### config.mk
export PLATFORM = sky130hd
export DESIGN_NAME = spto_dp
export DESIGN_NICKNAME = d
export VERILOG_FILES = /design/src/rtl/core/spto_pkg.sv /design/src/rtl/core/spto_div.sv /design/src/rtl/core/spto_cordic.sv /design/src/rtl/core/spto_dp.sv
export SDC_FILE = /design/constraint.sdc
export NUM_CORES = 2
export LEC_CHECK = 0
export ABC_CLOCK_PERIOD_IN_PS = 18700
export BUFFER_PORTS_ARGS = -buffer_cell sky130_fd_sc_hd__buf_2
export CELL_PAD_IN_SITES_DETAIL_PLACEMENT = 0
export CELL_PAD_IN_SITES_GLOBAL_PLACEMENT = 1
export CORE_ASPECT_RATIO = 0.75
export CORE_MARGIN = 2
export CORE_UTILIZATION = 56
export DETAILED_ROUTE_END_ITERATION = 16
export PLACE_DENSITY = 0.95
export SYNTH_ARGS = -nofsm -noshare
export SYNTH_HDL_FRONTEND = slang
export SYNTH_SLANG_ARGS = --single-unit
### constraint.sdc
create_clock -name clk -period 18.7 [get_ports clk]
set_clock_uncertainty 0.1 [all_clocks]
set_input_delay 1.87 -clock clk [delete_from_list [all_inputs] [get_ports clk]]
set_output_delay 1.87 -clock clk [all_outputs]
set_load 0.05 [all_outputs]
### src/rtl/core/spto_pkg.sv
// Shared types and constants for the sine period table oscillator.
// Holds widths, register indexes, the arctangent table and the control interface.
// No dependencies.
package spto_pkg;

    localparam int SR_W     = 18;
    localparam int FREQ_W   = 26;
    localparam int AMP_W    = 16;
    localparam int POS_W    = 18;
    localparam int CFG_W    = 26;
    localparam int IDX_W    = 2;
    localparam int DIV_W    = 44;
    localparam int DVS_W    = 26;
    localparam int CNT_W    = 6;
    localparam int FRAC_STEPS = 32;
    localparam int MUL_A_W  = 33;
    localparam int MUL_B_W  = 27;
    localparam int PROD_W   = 60;
    localparam int CRD_W    = 34;
    localparam int ATAN_LEN = 24;
    localparam int ITER_W   = 5;
    localparam int ITER_DEFAULT = 16;

    localparam logic [POS_W-1:0]  MAX18      = 18'h3FFFF;
    localparam logic [SR_W-1:0]   SR_RESET   = 18'd44100;
    localparam logic [FREQ_W-1:0] FREQ_RESET = 26'd112640;
    localparam logic [AMP_W-1:0]  AMP_RESET  = 16'd4096;
    localparam logic signed [CRD_W-1:0] CORDIC_K = 34'sd652032874;

    localparam logic [IDX_W-1:0] REG_SAMPLE_RATE = 2'd0;
    localparam logic [IDX_W-1:0] REG_FREQUENCY   = 2'd1;
    localparam logic [IDX_W-1:0] REG_AMPLITUDE   = 2'd2;

    // arctangent of 2^-i in units of 2^-32 turn
    function automatic logic [29:0] atan_turn(input logic [ITER_W-1:0] i);
        logic [29:0] r;
        case (i)
            5'd0:  r = 30'd536870912;
            5'd1:  r = 30'd316933406;
            5'd2:  r = 30'd167458907;
            5'd3:  r = 30'd85005780;
            5'd4:  r = 30'd42667331;
            5'd5:  r = 30'd21354465;
            5'd6:  r = 30'd10679838;
            5'd7:  r = 30'd5340245;
            5'd8:  r = 30'd2670163;
            5'd9:  r = 30'd1335087;
            5'd10: r = 30'd667544;
            5'd11: r = 30'd333772;
            5'd12: r = 30'd166886;
            5'd13: r = 30'd83443;
            5'd14: r = 30'd41722;
            5'd15: r = 30'd20861;
            5'd16: r = 30'd10430;
            5'd17: r = 30'd5215;
            5'd18: r = 30'd2608;
            5'd19: r = 30'd1304;
            5'd20: r = 30'd652;
            5'd21: r = 30'd326;
            5'd22: r = 30'd163;
            5'd23: r = 30'd81;
            default: r = 30'd0;
        endcase
        return r;
    endfunction

    typedef struct packed {
        logic len_div;
        logic len_load;
        logic rs_mul;
        logic rs_div;
        logic rs_load;
        logic pl_store;
        logic pos_clear;
        logic pos_wrap;
        logic ph_mul;
        logic mod_div;
        logic frac_div;
        logic cordic_go;
        logic amp_mul;
        logic out_load;
        logic pos_inc;
    } cmd_t;

    typedef struct packed {
        logic div_done;
        logic cordic_done;
        logic len_ne;
        logic pl_zero;
        logic out_free;
    } status_t;

    typedef enum logic [11:0] {
        S_IDLE = 12'b0000_0000_0001,
        S_LEN  = 12'b0000_0000_0010,
        S_LCHK = 12'b0000_0000_0100,
        S_RMUL = 12'b0000_0000_1000,
        S_RDIV = 12'b0000_0001_0000,
        S_CHK  = 12'b0000_0010_0000,
        S_PMUL = 12'b0000_0100_0000,
        S_MST  = 12'b0000_1000_0000,
        S_MOD  = 12'b0001_0000_0000,
        S_FRAC = 12'b0010_0000_0000,
        S_CORD = 12'b0100_0000_0000,
        S_OUT  = 12'b1000_0000_0000
    } state_t;

endpackage

### src/rtl/core/spto_div.sv
// Radix-2 restoring divider, one quotient bit per cycle.
// Fraction mode keeps the last remainder and runs 32 more steps on zeros.
// Uses spto_pkg.
module spto_div
(
    input  logic                           clk,
    input  logic                           rst_n,
    input  logic                           start,
    input  logic                           frac,
    input  logic [spto_pkg::DIV_W-1:0]     dividend,
    input  logic [spto_pkg::DVS_W-1:0]     divisor,
    output logic [spto_pkg::DIV_W-1:0]     quot,
    output logic                           busy,
    output logic                           done
);

    logic [spto_pkg::DIV_W-1:0] dq_reg, dq_next;
    logic [spto_pkg::DVS_W-1:0] rem_reg, rem_next;
    logic [spto_pkg::DVS_W-1:0] dvs_reg;
    logic [spto_pkg::CNT_W-1:0] cnt_reg, cnt_next;
    logic                       busy_reg, busy_next;
    logic                       done_reg, done_next;
    logic [spto_pkg::DVS_W:0]   shifted;
    logic                       fits;

    assign shifted = {rem_reg, dq_reg[spto_pkg::DIV_W-1]};
    assign fits    = shifted >= {1'b0, dvs_reg};

    always_comb
    begin
        dq_next   = dq_reg;
        rem_next  = rem_reg;
        cnt_next  = cnt_reg;
        busy_next = busy_reg;
        done_next = 1'b0;
        if (start)
        begin
            busy_next = 1'b1;
            if (frac)
            begin
                dq_next  = '0;
                cnt_next = spto_pkg::CNT_W'(spto_pkg::FRAC_STEPS - 1);
            end
            else
            begin
                dq_next  = dividend;
                rem_next = '0;
                cnt_next = spto_pkg::CNT_W'(spto_pkg::DIV_W - 1);
            end
        end
        else if (busy_reg)
        begin
            dq_next  = {dq_reg[spto_pkg::DIV_W-2:0], fits};
            rem_next = fits ? spto_pkg::DVS_W'(shifted - {1'b0, dvs_reg})
                            : shifted[spto_pkg::DVS_W-1:0];
            cnt_next = cnt_reg - 1'b1;
            if (cnt_reg == '0)
            begin
                busy_next = 1'b0;
                done_next = 1'b1;
            end
        end
    end

    always_ff @(posedge clk or negedge rst_n)
    begin
        if (!rst_n)
        begin
            busy_reg <= 1'b0;
            done_reg <= 1'b0;
            cnt_reg  <= '0;
        end
        else
        begin
            busy_reg <= busy_next;
            done_reg <= done_next;
            cnt_reg  <= cnt_next;
        end
    end

    always_ff @(posedge clk)
    begin
        dq_reg  <= dq_next;
        rem_reg <= rem_next;
        if (start && !frac)
            dvs_reg <= divisor;
    end

    assign quot = dq_reg;
    assign busy = busy_reg;
    assign done = done_reg;

endmodule

### src/rtl/core/spto_cordic.sv
// Iterative rotation-mode CORDIC, one micro-rotation per cycle.
// Folds a 32 bit turn into the right half plane and returns y in Q1.30.
// Uses spto_pkg.
module spto_cordic
#(
    parameter int SINE_ITERATIONS = spto_pkg::ITER_DEFAULT
)
(
    input  logic                                 clk,
    input  logic                                 rst_n,
    input  logic                                 start,
    input  logic [31:0]                          turn,
    output logic signed [spto_pkg::CRD_W-1:0]    y,
    output logic                                 done
);

    localparam int NEFF = (SINE_ITERATIONS > spto_pkg::ATAN_LEN) ?
                          spto_pkg::ATAN_LEN : SINE_ITERATIONS;

    logic signed [spto_pkg::CRD_W-1:0] x_reg, x_next;
    logic signed [spto_pkg::CRD_W-1:0] y_reg, y_next;
    logic signed [spto_pkg::CRD_W-1:0] z_reg, z_next;
    logic [spto_pkg::ITER_W-1:0]       i_reg, i_next;
    logic                              busy_reg, busy_next;
    logic                              done_reg, done_next;
    logic [31:0]                       t_fold;
    logic [31:0]                       t_test;
    logic signed [spto_pkg::CRD_W-1:0] dx, dy, ang;

    assign t_test = turn + 32'h4000_0000;
    assign t_fold = t_test[31] ? (32'h8000_0000 - turn) : turn;
    assign dx     = y_reg >>> i_reg;
    assign dy     = x_reg >>> i_reg;
    assign ang    = signed'({4'b0, spto_pkg::atan_turn(i_reg)});

    always_comb
    begin
        x_next    = x_reg;
        y_next    = y_reg;
        z_next    = z_reg;
        i_next    = i_reg;
        busy_next = busy_reg;
        done_next = 1'b0;
        if (start)
        begin
            x_next    = spto_pkg::CORDIC_K;
            y_next    = '0;
            z_next    = signed'({{2{t_fold[31]}}, t_fold});
            i_next    = '0;
            busy_next = 1'b1;
        end
        else if (busy_reg)
        begin
            if (!z_reg[spto_pkg::CRD_W-1])
            begin
                x_next = x_reg - dx;
                y_next = y_reg + dy;
                z_next = z_reg - ang;
            end
            else
            begin
                x_next = x_reg + dx;
                y_next = y_reg - dy;
                z_next = z_reg + ang;
            end
            i_next = i_reg + 1'b1;
            if (i_reg == spto_pkg::ITER_W'(NEFF - 1))
            begin
                busy_next = 1'b0;
                done_next = 1'b1;
            end
        end
    end

    always_ff @(posedge clk or negedge rst_n)
    begin
        if (!rst_n)
        begin
            busy_reg <= 1'b0;
            done_reg <= 1'b0;
            i_reg    <= '0;
        end
        else
        begin
            busy_reg <= busy_next;
            done_reg <= done_next;
            i_reg    <= i_next;
        end
    end

    always_ff @(posedge clk)
    begin
        x_reg <= x_next;
        y_reg <= y_next;
        z_reg <= z_next;
    end

    assign y    = y_reg;
    assign done = done_reg;

endmodule

### src/rtl/core/spto_dp.sv
// Datapath: configuration, position and period registers, shared multiplier,
// divider and CORDIC, and the output register. Uses spto_pkg, spto_div, spto_cordic.
module spto_dp
#(
    parameter int SINE_ITERATIONS = spto_pkg::ITER_DEFAULT
)
(
    input  logic                              clk,
    input  logic                              rst_n,
    input  logic                              cfg_we,
    input  logic [spto_pkg::IDX_W-1:0]        cfg_addr,
    input  logic [spto_pkg::CFG_W-1:0]        cfg_wdata,
    input  spto_pkg::cmd_t                    cmd,
    output spto_pkg::status_t                 status,
    output logic                              m_axis_tvalid,
    input  logic                              m_axis_tready,
    output logic [spto_pkg::AMP_W-1:0]        m_axis_tdata
);

    logic [spto_pkg::SR_W-1:0]   sr_reg;
    logic [spto_pkg::FREQ_W-1:0] freq_reg;
    logic [spto_pkg::AMP_W-1:0]  amp_reg;
    logic [spto_pkg::POS_W-1:0]  pos_reg, pos_next;
    logic [spto_pkg::POS_W-1:0]  pl_reg;
    logic [spto_pkg::POS_W-1:0]  len_reg;
    logic signed [spto_pkg::PROD_W-1:0] prod_reg;
    logic [spto_pkg::AMP_W-1:0]  sample_reg;
    logic                        out_valid_reg;

    logic signed [spto_pkg::MUL_A_W-1:0] mul_a;
    logic signed [spto_pkg::MUL_B_W-1:0] mul_b;
    logic [spto_pkg::DVS_W-1:0]  denom;
    logic [37:0]                 rs_num;
    logic                        div_start;
    logic [spto_pkg::DIV_W-1:0]  div_dividend;
    logic [spto_pkg::DVS_W-1:0]  div_divisor;
    logic [spto_pkg::DIV_W-1:0]  quot;
    logic                        div_busy;
    logic                        div_done;
    logic [spto_pkg::POS_W-1:0]  quot_sat;
    logic signed [spto_pkg::CRD_W-1:0] cordic_y;
    logic                        cordic_done;
    logic signed [spto_pkg::PROD_W-1:0] rounded;
    logic signed [29:0]          scaled;
    logic [spto_pkg::AMP_W-1:0]  sat_sample;

    assign denom  = {sr_reg, 8'b0};
    assign rs_num = {prod_reg[35:0], 1'b0} + {20'b0, pl_reg};
    assign quot_sat = (|quot[spto_pkg::DIV_W-1:spto_pkg::POS_W]) ? spto_pkg::MAX18
                                                                : quot[spto_pkg::POS_W-1:0];

    // divider operand selection
    always_comb
    begin
        div_start    = cmd.len_div | cmd.rs_div | cmd.mod_div | cmd.frac_div;
        div_dividend = {18'b0, denom};
        div_divisor  = freq_reg;
        if (cmd.rs_div)
        begin
            div_dividend = {6'b0, rs_num};
            div_divisor  = {7'b0, pl_reg, 1'b0};
        end
        else if (cmd.mod_div)
        begin
            div_dividend = prod_reg[spto_pkg::DIV_W-1:0];
            div_divisor  = denom;
        end
    end

    spto_div u_div
    (
        .clk      (clk),
        .rst_n    (rst_n),
        .start    (div_start),
        .frac     (cmd.frac_div),
        .dividend (div_dividend),
        .divisor  (div_divisor),
        .quot     (quot),
        .busy     (div_busy),
        .done     (div_done)
    );

    spto_cordic #(.SINE_ITERATIONS(SINE_ITERATIONS)) u_cordic
    (
        .clk   (clk),
        .rst_n (rst_n),
        .start (cmd.cordic_go),
        .turn  (quot[31:0]),
        .y     (cordic_y),
        .done  (cordic_done)
    );

    // shared multiplier operand selection
    always_comb
    begin
        mul_a = signed'({15'b0, pos_reg});
        mul_b = signed'({9'b0, len_reg});
        if (cmd.ph_mul)
            mul_b = signed'({1'b0, freq_reg});
        else if (cmd.amp_mul)
        begin
            mul_a = cordic_y[spto_pkg::MUL_A_W-1:0];
            mul_b = signed'({{(spto_pkg::MUL_B_W-spto_pkg::AMP_W){amp_reg[15]}}, amp_reg});
        end
    end

    always_ff @(posedge clk)
    begin
        if (cmd.rs_mul || cmd.ph_mul || cmd.amp_mul)
            prod_reg <= spto_pkg::PROD_W'(mul_a * mul_b);
    end

    // round to nearest, then clamp to Q4.12
    assign rounded = prod_reg + (spto_pkg::PROD_W'(1) <<< 29);
    assign scaled  = rounded[59:30];
    always_comb
    begin
        if (scaled > 30'sd32767)
            sat_sample = 16'h7FFF;
        else if (scaled < -30'sd32768)
            sat_sample = 16'h8000;
        else
            sat_sample = scaled[15:0];
    end

    always_comb
    begin
        pos_next = pos_reg;
        if (cmd.pos_clear)
            pos_next = '0;
        else if (cmd.rs_load)
            pos_next = quot_sat;
        else if (cmd.pos_wrap && (pos_reg >= pl_reg))
            pos_next = '0;
        else if (cmd.pos_inc)
            pos_next = pos_reg + 1'b1;
    end

    always_ff @(posedge clk or negedge rst_n)
    begin
        if (!rst_n)
        begin
            sr_reg        <= spto_pkg::SR_RESET;
            freq_reg      <= spto_pkg::FREQ_RESET;
            amp_reg       <= spto_pkg::AMP_RESET;
            pos_reg       <= '0;
            pl_reg        <= '0;
            len_reg       <= '0;
            out_valid_reg <= 1'b0;
        end
        else
        begin
            if (cfg_we)
            begin
                case (cfg_addr)
                    spto_pkg::REG_SAMPLE_RATE: sr_reg   <= cfg_wdata[spto_pkg::SR_W-1:0];
                    spto_pkg::REG_FREQUENCY:   freq_reg <= cfg_wdata;
                    spto_pkg::REG_AMPLITUDE:   amp_reg  <= cfg_wdata[spto_pkg::AMP_W-1:0];
                    default: ;
                endcase
            end
            pos_reg <= pos_next;
            if (cmd.len_load)
                len_reg <= (freq_reg == '0) ? '0 : quot_sat;
            if (cmd.pl_store)
                pl_reg <= len_reg;
            if (cmd.out_load)
                out_valid_reg <= 1'b1;
            else if (m_axis_tready)
                out_valid_reg <= 1'b0;
        end
    end

    always_ff @(posedge clk)
    begin
        if (cmd.out_load)
            sample_reg <= sat_sample;
    end

    assign status.div_done    = div_done;
    assign status.cordic_done = cordic_done;
    assign status.len_ne      = len_reg != pl_reg;
    assign status.pl_zero     = pl_reg == '0;
    assign status.out_free    = !out_valid_reg || m_axis_tready;

    assign m_axis_tvalid = out_valid_reg;
    assign m_axis_tdata  = sample_reg;

    // a new division never starts on top of a running one
    a_div_idle: assert property (@(posedge clk) disable iff (!rst_n)
        div_start |-> !div_busy)
        else $error("divider restarted while busy");

    // after a sample the position is at most one period
    a_pos_range: assert property (@(posedge clk) disable iff (!rst_n)
        cmd.out_load |=> (pos_reg <= pl_reg) && (pl_reg != '0))
        else $error("position beyond period after sample");

    // the output register is never overwritten while full and stalled
    a_out_hold: assert property (@(posedge clk) disable iff (!rst_n)
        cmd.out_load |-> (!out_valid_reg || m_axis_tready))
        else $error("output overwritten while stalled");

endmodule

==> flow_metrics.env <==
export IMPL_vias=51832
export IMPL_slew_limit_headroom=0.0151
export IMPL_netlist_area_um2=63400
export IMPL_synth_area_mux_share=0.0667
export IMPL_failed_checks="max-capacitance violations"
export IMPL_die_w_um=393
export IMPL_crit_top_cell="fa_1"
export IMPL_critPathMaxStageDelay_ns=0.82
export IMPL_async_reset_ff_frac=0.322
export IMPL_grt_pass1_vias=50952
export IMPL_routedWlPerCell_um=23.2
export IMPL_gr_usage_all_layers=0.346
export IMPL_cts_htree_levels=2
export IMPL_seq_area_um2=10800
export IMPL_rsz0062_at_grt="no"
export IMPL_synthTopCellsByCount="inv_1, fa_1, nand2_1"
export IMPL_clkSinkCount=404
export IMPL_path_delay_family="adder cells"
export IMPL_antenna_found_initial=10
export IMPL_fin_crit_sh=0.611
export IMPL_drv_slew=0
export IMPL_gp_congestion=1.03
export IMPL_ys_flop_type="edfxtp_1"
export IMPL_coreArea_um2=112000
export IMPL_die_h_um=295
export IMPL_area_growth_pct=5.24
export IMPL_layout_drive_gt1_share=0.0752
export IMPL_grt_pass1_wl_mm=306
export IMPL_cts_clk_slew_worst_paths_ns=0.06
export IMPL_yosys_area_share_xor_xnor=0.0515
export IMPL_cp_data_required_time_ns=18.95
export IMPL_overflow=0
export IMPL_top_usage_layer="met1"
export IMPL_core_rowCount=106
export IMPL_yosys_area_share_simple=0.144
export IMPL_drt_iter0_markers=6713
export IMPL_slowest_stage="a211oi_1"
export IMPL_post_cts_setup_buffer_count=0
export IMPL_synthAdderAreaFrac=0.357
export IMPL_globalRouteMet3Util=0.103
export IMPL_endpoint_kind="flop"
export IMPL_min_path_type="reg -> reg"
export IMPL_clkLatencyLatePin_ns=0.65
export IMPL_yosysSeqAreaShare=0.171
export IMPL_n_fill_cell=9706
export IMPL_synth_area_leaders="fa_1, edfxtp_1, inv_1"
export IMPL_finalNetCount=8295
export IMPL_status="finished with violations"
export IMPL_die_area_um2=116000
export IMPL_timing_critical_path_buf_inv=7
export IMPL_multi_input_area_um2=46800
export IMPL_portBuffers=68
export IMPL_synth_compound_area_frac=0.118
export IMPL_synth_enable_flop_cells=206
export IMPL_synth_top_family_by_area="adder cells"
export IMPL_cts_hold_buf=0
export IMPL_start_util=0.567
export IMPL_fmax_mhz=87.6
export IMPL_cts_buffers=46
export IMPL_cp_arrival_ns=11.67
export IMPL_drt_total_wl_mm=198
export IMPL_vias_per_cell=6.07
export IMPL_clockBufferDepth=3
export IMPL_syn_inst=7126
export IMPL_hold_violations=0
export IMPL_synth_fp_nets=8435
export IMPL_worstMarginPinSlew_ns=1.46
export IMPL_drc=0
export IMPL_syn_avg_cell_area_um2=8.90
export IMPL_fin_setup_tns_ns=0
export IMPL_met2_usage=0.489
export IMPL_ant_nets=0
export IMPL_cts_tree="built"
export IMPL_startpoint_type="primary input"
export IMPL_critPathKind="in -> reg"
export IMPL_yosysMostFrequentCell="inv_1"
export IMPL_cp_max_fo=53
export IMPL_num_io_pins=69
export IMPL_largest_reg_flops=60
export IMPL_synth_top_area_frac=0.289
export IMPL_ys_seq_elements=404
export IMPL_first_pass_iters=9
export IMPL_synth_top_area_cell="fa_1"
export IMPL_max_cap_viol_count=1
export IMPL_cts_root_buffer="clkbuf_16"
export IMPL_hpwl_mm=160
export IMPL_yosys_warnings=0
export IMPL_synth_cell_types=99
export IMPL_grt_max_degree=87
export IMPL_cts_resized_gates=0
export IMPL_fin_crit_ns=11.42
export IMPL_finalSetupViolCount=0
export IMPL_met1_usage=0.517
-- final timing paths --
kind,cells past startpoint,slack [ns],endpoint,from
min reg2reg,1,0.41,amp_reg[10],amp_reg[10]
max,29,7.28,prod_reg[45],cmd[2]
min in group asynchronous,1,1.19,u_div.cnt_reg[3],rst_n
max in group asynchronous,2,15.99,freq_reg[21],rst_n
min,1,0.41,amp_reg[10],amp_reg[10]
max reg2reg,27,9.01,prod_reg[56],len_reg[14]
-- per-layer routing --
| layer | vias up | share of wire |
|---|---|---|
| met5 | - | 0.00024 |
| met3 | 373 | 0.14 |
| met2 | 2956 | 0.41 |
| li1 | 22872 | - |
| met1 | 25623 | 0.42 |
| met4 | 8 | 0.030 |
-- placed cells by master (no fill, tap or decap), types with 108 or more instances in the layout --
master / count
o21ai_0: 258
nor2_1: 671
mux2i_1: 147
dfrtp_1: 112
xor2_1: 152
a21o_1: 110
inv_1: 1165
a21oi_1: 273
nand3_1: 108
nand2_1: 866
ha_1: 346
xnor2_1: 221
edfxtp_1: 206
fa_1: 916
-- stage by stage --
stage	setup WS, ns	instance area [µm²]	std cells	utilization	hold slack (ns)
2_1_floorplan	8.39	63400	7126	-	0.377
3_3_place_gp	6.87	65100	8450	0.581	0.388
3_5_place_dp	6.76	65100	8450	0.581	0.396
4_1_cts	7.39	66700	8536	0.596	0.408
5_1_grt	6.95	66700	8536	0.596	0.417
6_report	7.28	66700	8541	0.596	0.409
-- final cells by class --
class	count	share of cell area
Antenna cell	5	0.000187
Clock buffer	64	0.0208
Clock inverter	22	0.00405
Inverter	1169	0.0657
Multi-Input combinational cell	5193	0.702
Sequential cell	404	0.162
Tap cell	1512	0.0283
Timing Repair Buffer	172	0.0169
-- logic make-up (layout without fill, tap and decap cells) --
family | Yosys count | in the layout
flops | 404 | 404
fa+ha+maj | 1262 | 1262
mux | 323 | 323
buf+inv | 1529 | 1427
simple gates | 2076 | 2076
compound gates | 1159 | 1159
other cells | 0 | 5
xor+xnor | 373 | 373
-- worst reg2reg max path, cell delays in order, from the launching register on --
cell and delay, ns:
dfrtp_1 0.49, mux2i_1 0.27, o21ai_2 1.10, nand2_1 0.19, fa_1 0.51, fa_1 0.54
inv_1 0.05, fa_1 0.50, inv_1 0.06, fa_1 0.53, inv_1 0.05, fa_1 0.39
fa_1 0.52, inv_1 0.05, fa_1 0.48, inv_1 0.04, ha_1 0.38, a21oi_1 0.16
o21ai_0 0.08, a21oi_1 0.22, nor4b_1 0.78, o21ba_2 0.29, nor3_1 0.07, nor2_1 0.33
nor3_1 0.13, a2111oi_0 0.68, nor4_1 0.14, a311o_1 0.30
Power is not shown: default switching activity piles up to over one toggle a cycle in this logic, so the estimate is an artifact.
