**config.mk**
```make
export PLATFORM = sky130hd
export DESIGN_NAME = spto_ctrl
export DESIGN_NICKNAME = d
export VERILOG_FILES = /design/src/rtl/core/spto_pkg.sv /design/src/rtl/core/spto_ctrl.sv
export SDC_FILE = /design/constraint.sdc
export NUM_CORES = 1
export LEC_CHECK = 0
export BUFFER_PORTS_ARGS = -buffer_cell sky130_fd_sc_hd__buf_2
export CORE_MARGIN = 8
export CORE_UTILIZATION = 35
export CTS_BUF_LIST = sky130_fd_sc_hd__clkbuf_4 sky130_fd_sc_hd__clkbuf_8
export DETAILED_ROUTE_END_ITERATION = 8
export PLACE_DENSITY_LB_ADDON = 0.12
export SKIP_LAST_GASP = 1
export SLEW_MARGIN = 20
export SYNTH_ARGS = -nofsm -noshare
export SYNTH_HDL_FRONTEND = slang
export SYNTH_SLANG_ARGS = --single-unit
```
**constraint.sdc**
```tcl
create_clock -name clk -period 1.7 [get_ports clk]
set_input_delay 0.255 -clock clk [delete_from_list [all_inputs] [get_ports clk]]
set_output_delay 0.255 -clock clk [all_outputs]
set_load 0.05 [all_outputs]
```
**src/rtl/core/spto_pkg.sv**
```systemverilog
// Shared types and constants for the sine period table oscillator.
// Holds widths, register indexes, the arctangent table and the control interface.
// No dependencies.
package spto_pkg;

    localparam int SR_W     = 18;
    localparam int FREQ_W   = 26;
    localparam int AMP_W    = 16;
    localparam int POS_W    = 18;
    localparam int CFG_W    = 26;
    localparam int IDX_W    = 2;
    localparam int DIV_W    = 44;
    localparam int DVS_W    = 26;
    localparam int CNT_W    = 6;
    localparam int FRAC_STEPS = 32;
    localparam int MUL_A_W  = 33;
    localparam int MUL_B_W  = 27;
    localparam int PROD_W   = 60;
    localparam int CRD_W    = 34;
    localparam int ATAN_LEN = 24;
    localparam int ITER_W   = 5;
    localparam int ITER_DEFAULT = 16;

    localparam logic [POS_W-1:0]  MAX18      = 18'h3FFFF;
    localparam logic [SR_W-1:0]   SR_RESET   = 18'd44100;
    localparam logic [FREQ_W-1:0] FREQ_RESET = 26'd112640;
    localparam logic [AMP_W-1:0]  AMP_RESET  = 16'd4096;
    localparam logic signed [CRD_W-1:0] CORDIC_K = 34'sd652032874;

    localparam logic [IDX_W-1:0] REG_SAMPLE_RATE = 2'd0;
    localparam logic [IDX_W-1:0] REG_FREQUENCY   = 2'd1;
    localparam logic [IDX_W-1:0] REG_AMPLITUDE   = 2'd2;

    // arctangent of 2^-i in units of 2^-32 turn
    function automatic logic [29:0] atan_turn(input logic [ITER_W-1:0] i);
        logic [29:0] r;
        case (i)
            5'd0:  r = 30'd536870912;
            5'd1:  r = 30'd316933406;
            5'd2:  r = 30'd167458907;
            5'd3:  r = 30'd85005780;
            5'd4:  r = 30'd42667331;
            5'd5:  r = 30'd21354465;
            5'd6:  r = 30'd10679838;
            5'd7:  r = 30'd5340245;
            5'd8:  r = 30'd2670163;
            5'd9:  r = 30'd1335087;
            5'd10: r = 30'd667544;
            5'd11: r = 30'd333772;
            5'd12: r = 30'd166886;
            5'd13: r = 30'd83443;
            5'd14: r = 30'd41722;
            5'd15: r = 30'd20861;
            5'd16: r = 30'd10430;
            5'd17: r = 30'd5215;
            5'd18: r = 30'd2608;
            5'd19: r = 30'd1304;
            5'd20: r = 30'd652;
            5'd21: r = 30'd326;
            5'd22: r = 30'd163;
            5'd23: r = 30'd81;
            default: r = 30'd0;
        endcase
        return r;
    endfunction

    typedef struct packed {
        logic len_div;
        logic len_load;
        logic rs_mul;
        logic rs_div;
        logic rs_load;
        logic pl_store;
        logic pos_clear;
        logic pos_wrap;
        logic ph_mul;
        logic mod_div;
        logic frac_div;
        logic cordic_go;
        logic amp_mul;
        logic out_load;
        logic pos_inc;
    } cmd_t;

    typedef struct packed {
        logic div_done;
        logic cordic_done;
        logic len_ne;
        logic pl_zero;
        logic out_free;
    } status_t;

    typedef enum logic [11:0] {
        S_IDLE = 12'b0000_0000_0001,
        S_LEN  = 12'b0000_0000_0010,
        S_LCHK = 12'b0000_0000_0100,
        S_RMUL = 12'b0000_0000_1000,
        S_RDIV = 12'b0000_0001_0000,
        S_CHK  = 12'b0000_0010_0000,
        S_PMUL = 12'b0000_0100_0000,
        S_MST  = 12'b0000_1000_0000,
        S_MOD  = 12'b0001_0000_0000,
        S_FRAC = 12'b0010_0000_0000,
        S_CORD = 12'b0100_0000_0000,
        S_OUT  = 12'b1000_0000_0000
    } state_t;

endpackage

```
**src/rtl/core/spto_ctrl.sv**
```systemverilog
// Control state machine: sequences period update, rescale, phase, sine and output.
// Uses spto_pkg.
module spto_ctrl
(
    input  logic                 clk,
    input  logic                 rst_n,
    input  logic                 s_axis_tvalid,
    output logic                 s_axis_tready,
    input  logic                 tick,
    input  spto_pkg::status_t    status,
    output spto_pkg::cmd_t       cmd
);

    spto_pkg::state_t state_reg, state_next;

    assign s_axis_tready = state_reg == spto_pkg::S_IDLE;

    always_comb
    begin
        state_next = state_reg;
        cmd        = '0;
        case (state_reg)
            spto_pkg::S_IDLE:
            begin
                if (s_axis_tvalid && tick)
                begin
                    cmd.len_div = 1'b1;
                    state_next  = spto_pkg::S_LEN;
                end
            end
            spto_pkg::S_LEN:
            begin
                if (status.div_done)
                begin
                    cmd.len_load = 1'b1;
                    state_next   = spto_pkg::S_LCHK;
                end
            end
            spto_pkg::S_LCHK:
            begin
                if (!status.len_ne)
                    state_next = spto_pkg::S_CHK;
                else if (status.pl_zero)
                begin
                    cmd.pos_clear = 1'b1;
                    cmd.pl_store  = 1'b1;
                    state_next    = spto_pkg::S_CHK;
                end
                else
                begin
                    cmd.rs_mul = 1'b1;
                    state_next = spto_pkg::S_RMUL;
                end
            end
            spto_pkg::S_RMUL:
            begin
                cmd.rs_div = 1'b1;
                state_next = spto_pkg::S_RDIV;
            end
            spto_pkg::S_RDIV:
            begin
                if (status.div_done)
                begin
                    cmd.rs_load  = 1'b1;
                    cmd.pl_store = 1'b1;
                    state_next   = spto_pkg::S_CHK;
                end
            end
            spto_pkg::S_CHK:
            begin
                // drop the tick when there is no period
                if (status.pl_zero)
                    state_next = spto_pkg::S_IDLE;
                else
                begin
                    cmd.pos_wrap = 1'b1;
                    state_next   = spto_pkg::S_PMUL;
                end
            end
            spto_pkg::S_PMUL:
            begin
                cmd.ph_mul = 1'b1;
                state_next = spto_pkg::S_MST;
            end
            spto_pkg::S_MST:
            begin
                cmd.mod_div = 1'b1;
                state_next  = spto_pkg::S_MOD;
            end
            spto_pkg::S_MOD:
            begin
                if (status.div_done)
                begin
                    cmd.frac_div = 1'b1;
                    state_next   = spto_pkg::S_FRAC;
                end
            end
            spto_pkg::S_FRAC:
            begin
                if (status.div_done)
                begin
                    cmd.cordic_go = 1'b1;
                    state_next    = spto_pkg::S_CORD;
                end
            end
            spto_pkg::S_CORD:
            begin
                if (status.cordic_done)
                begin
                    cmd.amp_mul = 1'b1;
                    state_next  = spto_pkg::S_OUT;
                end
            end
            spto_pkg::S_OUT:
            begin
                // hold until the output register can take the sample
                if (status.out_free)
                begin
                    cmd.out_load = 1'b1;
                    cmd.pos_inc  = 1'b1;
                    state_next   = spto_pkg::S_IDLE;
                end
            end
            default:
            begin
                state_next = spto_pkg::S_IDLE;
            end
        endcase
    end

    always_ff @(posedge clk or negedge rst_n)
    begin
        if (!rst_n)
            state_reg <= spto_pkg::S_IDLE;
        else
            state_reg <= state_next;
    end

    // divider results are only consumed in the states that wait for them
    a_done_wait: assert property (@(posedge clk) disable iff (!rst_n)
        status.div_done |-> (state_reg == spto_pkg::S_LEN || state_reg == spto_pkg::S_RDIV
                             || state_reg == spto_pkg::S_MOD || state_reg == spto_pkg::S_FRAC))
        else $error("divider finished outside a wait state");

    // an accepted tick leaves idle on the next cycle
    a_leave_idle: assert property (@(posedge clk) disable iff (!rst_n)
        (s_axis_tready && s_axis_tvalid && tick) |=> (state_reg == spto_pkg::S_LEN))
        else $error("tick accepted without starting");

endmodule
```
==> results of run 1 <==
==> cells in the mapped netlist <==
library cell and count:
dfstp_2 1, o22ai_1 1, a21oi_1 2, or2_2 1, nor3_1 9, buf_4 1
nand2b_1 1, buf_6 1, o2bb2ai_2 1, a21o_1 4, or3b_1 2, nor2_1 17
nand2_1 11, nand4_1 3, nor2b_1 3, o21ai_0 5, nor4_2 1, or3_1 1
nor4_1 1, o31ai_1 1, a31oi_1 2, inv_1 2, nand3b_1 4, nor3b_1 1
nand4b_1 1, and2b_1 1, o41a_1 1, and3_1 2, nor4_4 1, dfrtp_1 11
nand3_4 1, o21ai_2 1, nor4b_1 2, xor2_1 2
==> final cells by class <==
cell class	instances	area (um^2)
Multi-Input combinational cell	83	757
Timing Repair Buffer	71	628
Fill cell	140	470
Sequential cell	12	305
Tap cell	28	35.0
Clock buffer	4	30.0
Inverter	2	7.51
==> what timing repair did <==
action	CTS	global route
resized for setup	44	25
buffers inserted	8	9
pin swaps	16	12
hold endpoints to repair	11	0
setup endpoints to repair	21	22
hold buffers	1	0
gates cloned	0	0
==> critical path: cells and delay by family, from the launching register on <==
| kind | cells | cell delay, ns |
|---|---|---|
| simple gates | 4 | 0.87 |
| buf+inv | 2 | 0.28 |
| flops | 1 | 0.43 |
==> cells by family after synthesis <==
logic type	count (synthesis)	share of synthesized area (%)
flip-flops	12	36.0
AND/OR/NAND/NOR	63	43.7
AO/OA/AOI/OAI	18	15.1
XOR/XNOR	2	2.09
buffers and inverters	4	3.14
==> power by group through the flow <==
stage,combinational [mW],clock (mW),sequential (mW)
final,1.28,0.213,0.361
after global routing,1.35,0.223,0.366
after CTS,1.07,0.215,0.356
after detailed placement,0.844,0,0.360
after global placement,0.829,0,0.358
after floorplan,0.522,0,0.370
==> stage by stage <==
stage          area (um^2)  setup slack (ns)  cells  hold slack (ns)  utilization [%]
6_report              1760            -0.431    200            0.202             78.9
5_1_grt               1760            -0.521    200            0.225             78.9
4_1_cts               1590            -0.341    192            0.203             71.0
3_5_place_dp          1340            -0.138    179            0.153             60.0
3_3_place_gp          1340            -0.157    179            0.152             60.0
2_1_floorplan          982            -0.216     99          -0.0406                -
==> path summary, 6_finish.rpt <==
| check | from | to | slack [ns] | depth (start not counted) |
|---|---|---|---|---|
| worst max-delay path | state_reg[7]$_DFFE_PN0P_ | cmd[9] | -0.43 | 6 |
| max in group asynchronous | rst_n | state_reg[0]$_DFFE_PN1P_ | 1.04 | 2 |
| worst min register to register | state_reg[1]$_DFFE_PN0P_ | state_reg[1]$_DFFE_PN0P_ | 0.70 | 2 |
| worst max register to register | state_reg[10]$_DFFE_PN0P_ | state_reg[0]$_DFFE_PN1P_ | -0.23 | 7 |
| min in group asynchronous | rst_n | state_reg[7]$_DFFE_PN0P_ | 0.38 | 2 |
| worst min-delay path | status[1] | state_reg[6]$_DFFE_PN0P_ | 0.20 | 2 |
==> layer usage <==
metal / part of all wire [%] / vias up
met5: 0 / -
met1: 38 / 541
met4: 0.80 / 0
met2: 55 / 30
met3: 6.4 / 4
li1: - / 507
==> metrics.txt, run 1 <==
Post-DRT Antenna Nets 0; most frequent cells in the layout 37 x buf_4, 20 x buf_6, 9 x nor2_4; Via density approximately 5.4; Core ar. 2230 um^2; maximum vdd drop approximately 0.75 mV; Clock transition at path regs 0.08 ns; sw power ~830 uW; Int Pwr slightly above 1 mW; Num CTS Buffers 3; sequential area share after synthesis between 30% and 40%; CTS sink cnt 12; Area Growth Syn to Fin 111%; met2 Use GR a little over a quarter; first-pass GRT wire length around 5 mm; CP Max Fanout 3; Final setup viols 22; WS Path Type reg -> out; dpl hpwl ~2.2 mm; drt pass-1 iters 4; logic gate share of total power between 60% and 70%; DRC viols 0; part of the power in the clock network between 10% and 20%; syn_nets around 110; crit path time final about 2.1 ns; Tcrit/Tclk final 125%; failing checks negative setup slack; count of pins over their slew limit 0; crit path DAT 1.88 ns; M3 GR Usage slightly below 3%; leakage 0.827 nW; Power Density about 1100 nW/um^2; Most Used Layer, Global Route met2; pin count of the biggest net entering global routing 13; CP Cell Sequence buf_4 > nor4b_2 > nand4_1 > nor2_4 > or2_4 > buf_8; final count of hold timing violations 0; Post-Route WL 3.39 mm; HP Class in -> reg; FP Rows 17; IO Pins 25; Power Total 1.85 mW; most common cell after layout, fill and taps aside buf_4; Port Buffers 24; GRT Total Usage between 10% and 20%; Syn Std Cell Area 837 um^2; flops & latches, synth 12; initial antenna violation count 0; die area around 4200 um^2; GPL Wtd Cong between 0.8 and 0.9; Max-cap violations 0; Reg power frac 19.5%; number of global-route vias before repair between 1000 and 1500; vias 1082; CP peak stage delay ~0.43 ns; main area contributors after synthesis dfrtp_1 33%, nor2_1 7.6%, nor3_1 5.4%; average wire per standard cell between 15 and 20 um; sw frac between 40% and 50%; grt ovf 0; clock skew 0.00299 ns; CTS max path bufs 2; RSZ-0062 raised after global routing true; final worst setup slack -0.431 ns; Yosys cell types 34; clk_lat worst skew ~0.28 ns; synthesized area per cell 8.46 um^2; Post-Synthesis Cells 99; CP startpoint kind flip-flop; Root Driver clkbuf_4; share of cells above drive strength 1 between 60% and 70%; antenna cell count 0; leading area contributor after synthesis dfrtp_1; Ys Warns 0; max reg flops 12; M1 GR Usage around 16%; crit path capture type primary output; Rel. slew slack between 60% and 70%; status finished with violations; CTS tree yes; H-tree Lvls 1; Yosys top cell area share between 30% and 40%; # nets final 182; vertical extent of the die 64.9 um; Initial Util between 30 and 40%; DRT iter0 DRCs 44; f_max approximately 470 MHz; die width 64.9 um; critical path data required time ~1.4 ns; slowest library cell on the worst path dfrtp_1; Setup TNS -6.03 ns; Worst-Margin Slew between 0.5 and 0.6 ns
No activity file was read; power rests on OpenSTA's default activity.
==> run 2: changes to the inputs <==
--- a/config.mk
+++ b/config.mk
@@ -10,6 +10,7 @@
 export CORE_UTILIZATION = 35
 export CTS_BUF_LIST = sky130_fd_sc_hd__clkbuf_4 sky130_fd_sc_hd__clkbuf_8
 export DETAILED_ROUTE_END_ITERATION = 8
+export MAX_ROUTING_LAYER = met4
 export PLACE_DENSITY_LB_ADDON = 0.12
 export SKIP_LAST_GASP = 1
 export SLEW_MARGIN = 20
==> run 2 against run 1 <==
The flow still finishes with violations (negative setup slack). Critical path type unchanged. Hold slack better by 0.0062 ns. Largest power group unchanged. Clock power about the same. Non-clock buffer count down 1. Critical endpoint unchanged. Largest cell class unchanged.
==> metrics.txt, run 2 (same netlist as run 1, synthesis figures left out) <==
status finished with violations; failing checks negative setup slack; hold slack between 0.2 and 0.25 ns; Clock transition at path regs roughly 0.08 ns; grt ovf 0; non-filler cells, final between 150 and 200; area of the multi-input gates a little under 700 um^2; Num CTS Buffers 3; Post-Route WL 3.27 mm; Core ar. approximately 2200 um^2; maximum vdd drop around 0.74 mV; GRT Total Usage between 10% and 20%; antenna cell count 0; CTS max path bufs 2; crit path time final around 2.1 ns; max reg flops 12; CP Cell Sequence nor4_4 > buf_4 > nand2_4 > nor2_4 > and3_4 > or2_4 > buf_8; DRC viols 0; crit path DAT 1.86 ns; Final setup viols 22; average wire per standard cell roughly 16 um; Rel. slew slack 72.0%; sequential standard cell area just over 300 um^2; DRT iter0 DRCs 57; leakage 0.808 nW; CP peak stage delay around 0.42 ns; slowest library cell on the worst path dfrtp_1; H-tree Lvls 1; CP Max Fanout 4; Tcrit/Tclk final 124%; Max-cap violations 0; pre-CTS WS -0.138 ns; CP startpoint kind flip-flop; f_max 473 MHz; HP Class in -> reg; critical path data required time between 1 and 1.5 ns; fill count 162; FP Rows 17; Power Total about 1.7 mW; die width about 65 um; final count of hold timing violations 0; first-pass GRT wire length 5.04 mm; initial antenna violation count 0; final core utilization ~76%; Port Buffers 24; most common cell after layout, fill and taps aside buf_4; dpl hpwl 2.17 mm; Post-DRT Antenna Nets 0; Root Driver clkbuf_4; Initial Util 37.5%; RSZ-0062 raised after global routing true; number of global-route vias before repair between 1000 and 1500; count of pins over their slew limit 0; die area between 4000 and 5000 um^2; GPL Wtd Cong 0.853; crit path capture type primary output; Placed Instances about 180; CTS tree yes; drt pass-1 iters 4; pin count of the biggest net entering global routing 13; vias ~1100; Via density 5.35; most frequent cells in the layout 37 x buf_4, 19 x buf_6, 9 x nand2_1; final worst setup slack -0.413 ns; vertical extent of the die around 65 um; WS Path Type reg -> out; CTS sink cnt 12; # nets final 181; Worst-Margin Slew approximately 0.41 ns; clk_lat worst skew between 0.2 and 0.3 ns; clock skew around 0.0032 ns; critical path's top delay family simple AND/OR/NAND/NOR gates; share of cells above drive strength 1 62.0%; Area Growth Syn to Fin 102%; buffers and inverters on the worst path 2; IO Pins 25; Power Density 1030 nW/um^2
[run 2: changes by cell type in the layout (fill, tap and decap cells not counted), sizes merged]
cell	before	now
buf	70	69
[run 2: final timing paths]
| path | from | slack (ns) | cells past startpoint | endpoint |
|---|---|---|---|---|
| max in group asynchronous | rst_n | 1.03 | 2 | state_reg[0]$_DFFE_PN1P_ |
| worst min register to register | state_reg[1]$_DFFE_PN0P_ | 0.70 | 2 | state_reg[1]$_DFFE_PN0P_ |
| worst max register to register | state_reg[10]$_DFFE_PN0P_ | -0.22 | 7 | state_reg[0]$_DFFE_PN1P_ |
| worst min-delay path | status[1] | 0.21 | 2 | state_reg[6]$_DFFE_PN0P_ |
| min in group asynchronous | rst_n | 0.38 | 2 | state_reg[7]$_DFFE_PN0P_ |
| worst max-delay path | state_reg[7]$_DFFE_PN0P_ | -0.41 | 7 | cmd[9] |
[run 2: timing repair]
action / 4_1_cts / 5_1_grt
hold endpoints to repair: 11 / 0
gates resized for setup: 44 / 13
pin swaps: 16 / 8
setup endpoints to repair: 21 / 22
hold buffers: 1 / 0
buffers inserted: 8 / 7
gates cloned: 0 / 0
[run 2: metal layers]
layer | part of all wire, % | routed length (um) | up-vias | track usage [%]
met5 | 0 | 0 | - | -
met3 | 5.0 | 164 | 5 | 2.92
li1 | - | - | 508 | -
met4 | 0.83 | 27 | 0 | 5.72
met2 | 55 | 1810 | 23 | 27.2
met1 | 39 | 1270 | 528 | 16.0
[run 2: power by group]
part	internal (mW)	leakage [nW]	switching [mW]
sequential	0.323	0.158	0.0331
combinational	0.533	0.631	0.634
clock	0.107	0.0184	0.106
[run 2: area by class of cell]
class / count / area share (%)
sequential: 12 / 18.1
clock buffer: 4 / 1.78
multi-input combinational: 83 / 41.1
tap: 28 / 2.08
timing repair buffer: 70 / 36.5
inverter: 2 / 0.445
[run 2: through the flow]
step	area [um^2]	TNS, ns
after floorplan	982	-1.26
after global placement	1340	-1.13
after detailed placement	1340	-1.11
after CTS	1590	-4.85
after global routing	1690	-7.43
final	1690	-6.05
==> run 3: changes to the inputs <==
--- a/config.mk
+++ b/config.mk
@@ -13,7 +13,7 @@
 export MAX_ROUTING_LAYER = met4
 export PLACE_DENSITY_LB_ADDON = 0.12
 export SKIP_LAST_GASP = 1
-export SLEW_MARGIN = 20
+export SLEW_MARGIN = 30
 export SYNTH_ARGS = -nofsm -noshare
 export SYNTH_HDL_FRONTEND = slang
 export SYNTH_SLANG_ARGS = --single-unit
==> constraint.sdc (replaced) <==
create_clock -name clk -period 2.05 [get_ports clk]
set_input_delay 0.3075 -clock clk [delete_from_list [all_inputs] [get_ports clk]]
set_output_delay 0.3075 -clock clk [all_outputs]
set_load 0.05 [all_outputs]
==> run 3 against run 2 <==
The flow still finishes with violations (negative setup slack). Routed wire length shrank 20%. Clock skew up 0.0086 ns. Sequential power decreased by 17%. Clock power down 22%. Count of clock-buffer cells in the layout unchanged. First-iteration DRC count shrank 23%. Critical endpoint unchanged. Largest power group unchanged. Highest routed layer unchanged.
==> metrics.txt, run 3 (same netlist as run 1, synthesis figures left out) <==
# nets final ~150; grt ovf 0; CP startpoint kind flip-flop; share of cells above drive strength 1 roughly 50%; non-filler cells, final between 150 and 200; crit path time final between 2 and 2.5 ns; IO Pins 25; number of global-route vias before repair just over 900; HP Class in -> reg; fill count roughly 210; CTS max path bufs 2; Clock transition at path regs roughly 0.09 ns; initial antenna violation count 0; GPL Wtd Cong between 0.7 and 0.8; sequential standard cell area ~300 um^2; Power Density 844 nW/um^2; dpl hpwl roughly 1.9 mm; Via density around 5.4; H-tree Lvls 1; hold slack between 0.2 and 0.3 ns; first-pass GRT wire length between 4 and 5 mm; Core ar. 2230 um^2; antenna cell count 0; count of pins over their slew limit 0; Num CTS Buffers 3; Final setup viols 3; vias about 900; CTS tree yes; DRT iter0 DRCs 44; Post-Route WL 2.62 mm; Tcrit/Tclk final 102%; pin count of the biggest net entering global routing 13; Worst-Margin Slew around 0.37 ns; CP Max Fanout 4; final core utilization approximately 60%; f_max about 480 MHz; status finished with violations; WS Path Type reg -> out; Placed Instances 158; GRT Total Usage around an eighth; Post-DP Area 1090 um^2; Rel. slew slack about three quarters; critical path data required time roughly 1.7 ns; Root Driver clkbuf_4; final worst setup slack -0.0384 ns; most frequent cells in the layout 23 x buf_4, 11 x nor2_1, 10 x nand2_1; final count of hold timing violations 0; area of the multi-input gates ~630 um^2; DRC viols 0; Area Growth Syn to Fin 59.5%; most common cell after layout, fill and taps aside buf_4; die area roughly 4200 um^2; die width 64.9 um; Power Total around 1.1 mW; max reg flops 12; leakage 0.638 nW; average wire per standard cell about 15 um; clk_lat worst skew between 0.2 and 0.3 ns; pre-CTS WS about 0.08 ns; crit path capture type primary output; Post-DRT Antenna Nets 0; clock skew 0.0118 ns; Max-cap violations 0; Initial Util a little under two fifths; vertical extent of the die between 60 and 70 um; RSZ-0062 raised after global routing true; failing checks negative setup slack; drt pass-1 iters 4; fin area roughly 1300 um^2; maximum vdd drop about 0.66 mV; Setup TNS -0.0758 ns; FP Rows 17; Port Buffers 24; CTS sink cnt 12; crit path DAT 1.78 ns
## run 3: cell count changes in the layout (fill, tap and decap cells not counted), sizes merged
cell / previous run / this run
buf: 69 / 40
clkbuf: 4 / 5
## run 3: where the power goes
group	total (mW)	leakage, nW	internal (mW)	switching, mW
Sequential	0.295	0.155	0.269	0.0259
Clock	0.167	0.0184	0.0884	0.0788
Combinational	0.665	0.464	0.257	0.408
## run 3: final timing paths
check	cells after the start	from	end	slack, ns
worst min-delay path	2	status[1]	state_reg[6]$_DFFE_PN0P_	0.29
worst max register to register	7	state_reg[2]$_DFFE_PN0P_	state_reg[0]$_DFFE_PN1P_	0.14
max in group asynchronous	2	rst_n	state_reg[0]$_DFFE_PN1P_	1.32
worst max-delay path	6	state_reg[4]$_DFFE_PN0P_	cmd[9]	-0.04
min in group asynchronous	2	rst_n	state_reg[5]$_DFFE_PN0P_	0.44
worst min register to register	1	state_reg[8]$_DFFE_PN0P_	state_reg[8]$_DFFE_PN0P_	0.62
## run 3: layout make-up
class / count / share of cell area (%)
timing repair buffer: 42 / 24.4
multi-input combinational: 83 / 47.1
tap: 28 / 2.62
sequential: 12 / 23.1
clock buffer: 4 / 2.25
inverter: 2 / 0.562
## run 3: repair_timing
action,CTS,global route
pin swaps,8,8
gates resized for setup,33,10
setup buffers,5,3
hold endpoints to repair,11,0
gates cloned,0,0
hold buffers,1,0
setup endpoints to repair,16,16
## run 3: worst max-delay path: stages, from the launching register on
cell	delay, ns
dfrtp_2	0.44
nor4_4	0.33
nand2_2	0.15
nor2_2	0.13
and3_4	0.21
or2_4	0.11
buf_6	0.14
## run 3: layer usage
| layer | track usage [%] | wire (um) | share of wire [%] |
|---|---|---|---|
| met5 | - | 0 | 0 |
| met4 | 4.09 | 15 | 0.57 |
| met3 | 3.09 | 167 | 6.4 |
| met2 | 22.7 | 1390 | 53 |
| met1 | 13.1 | 1040 | 40 |
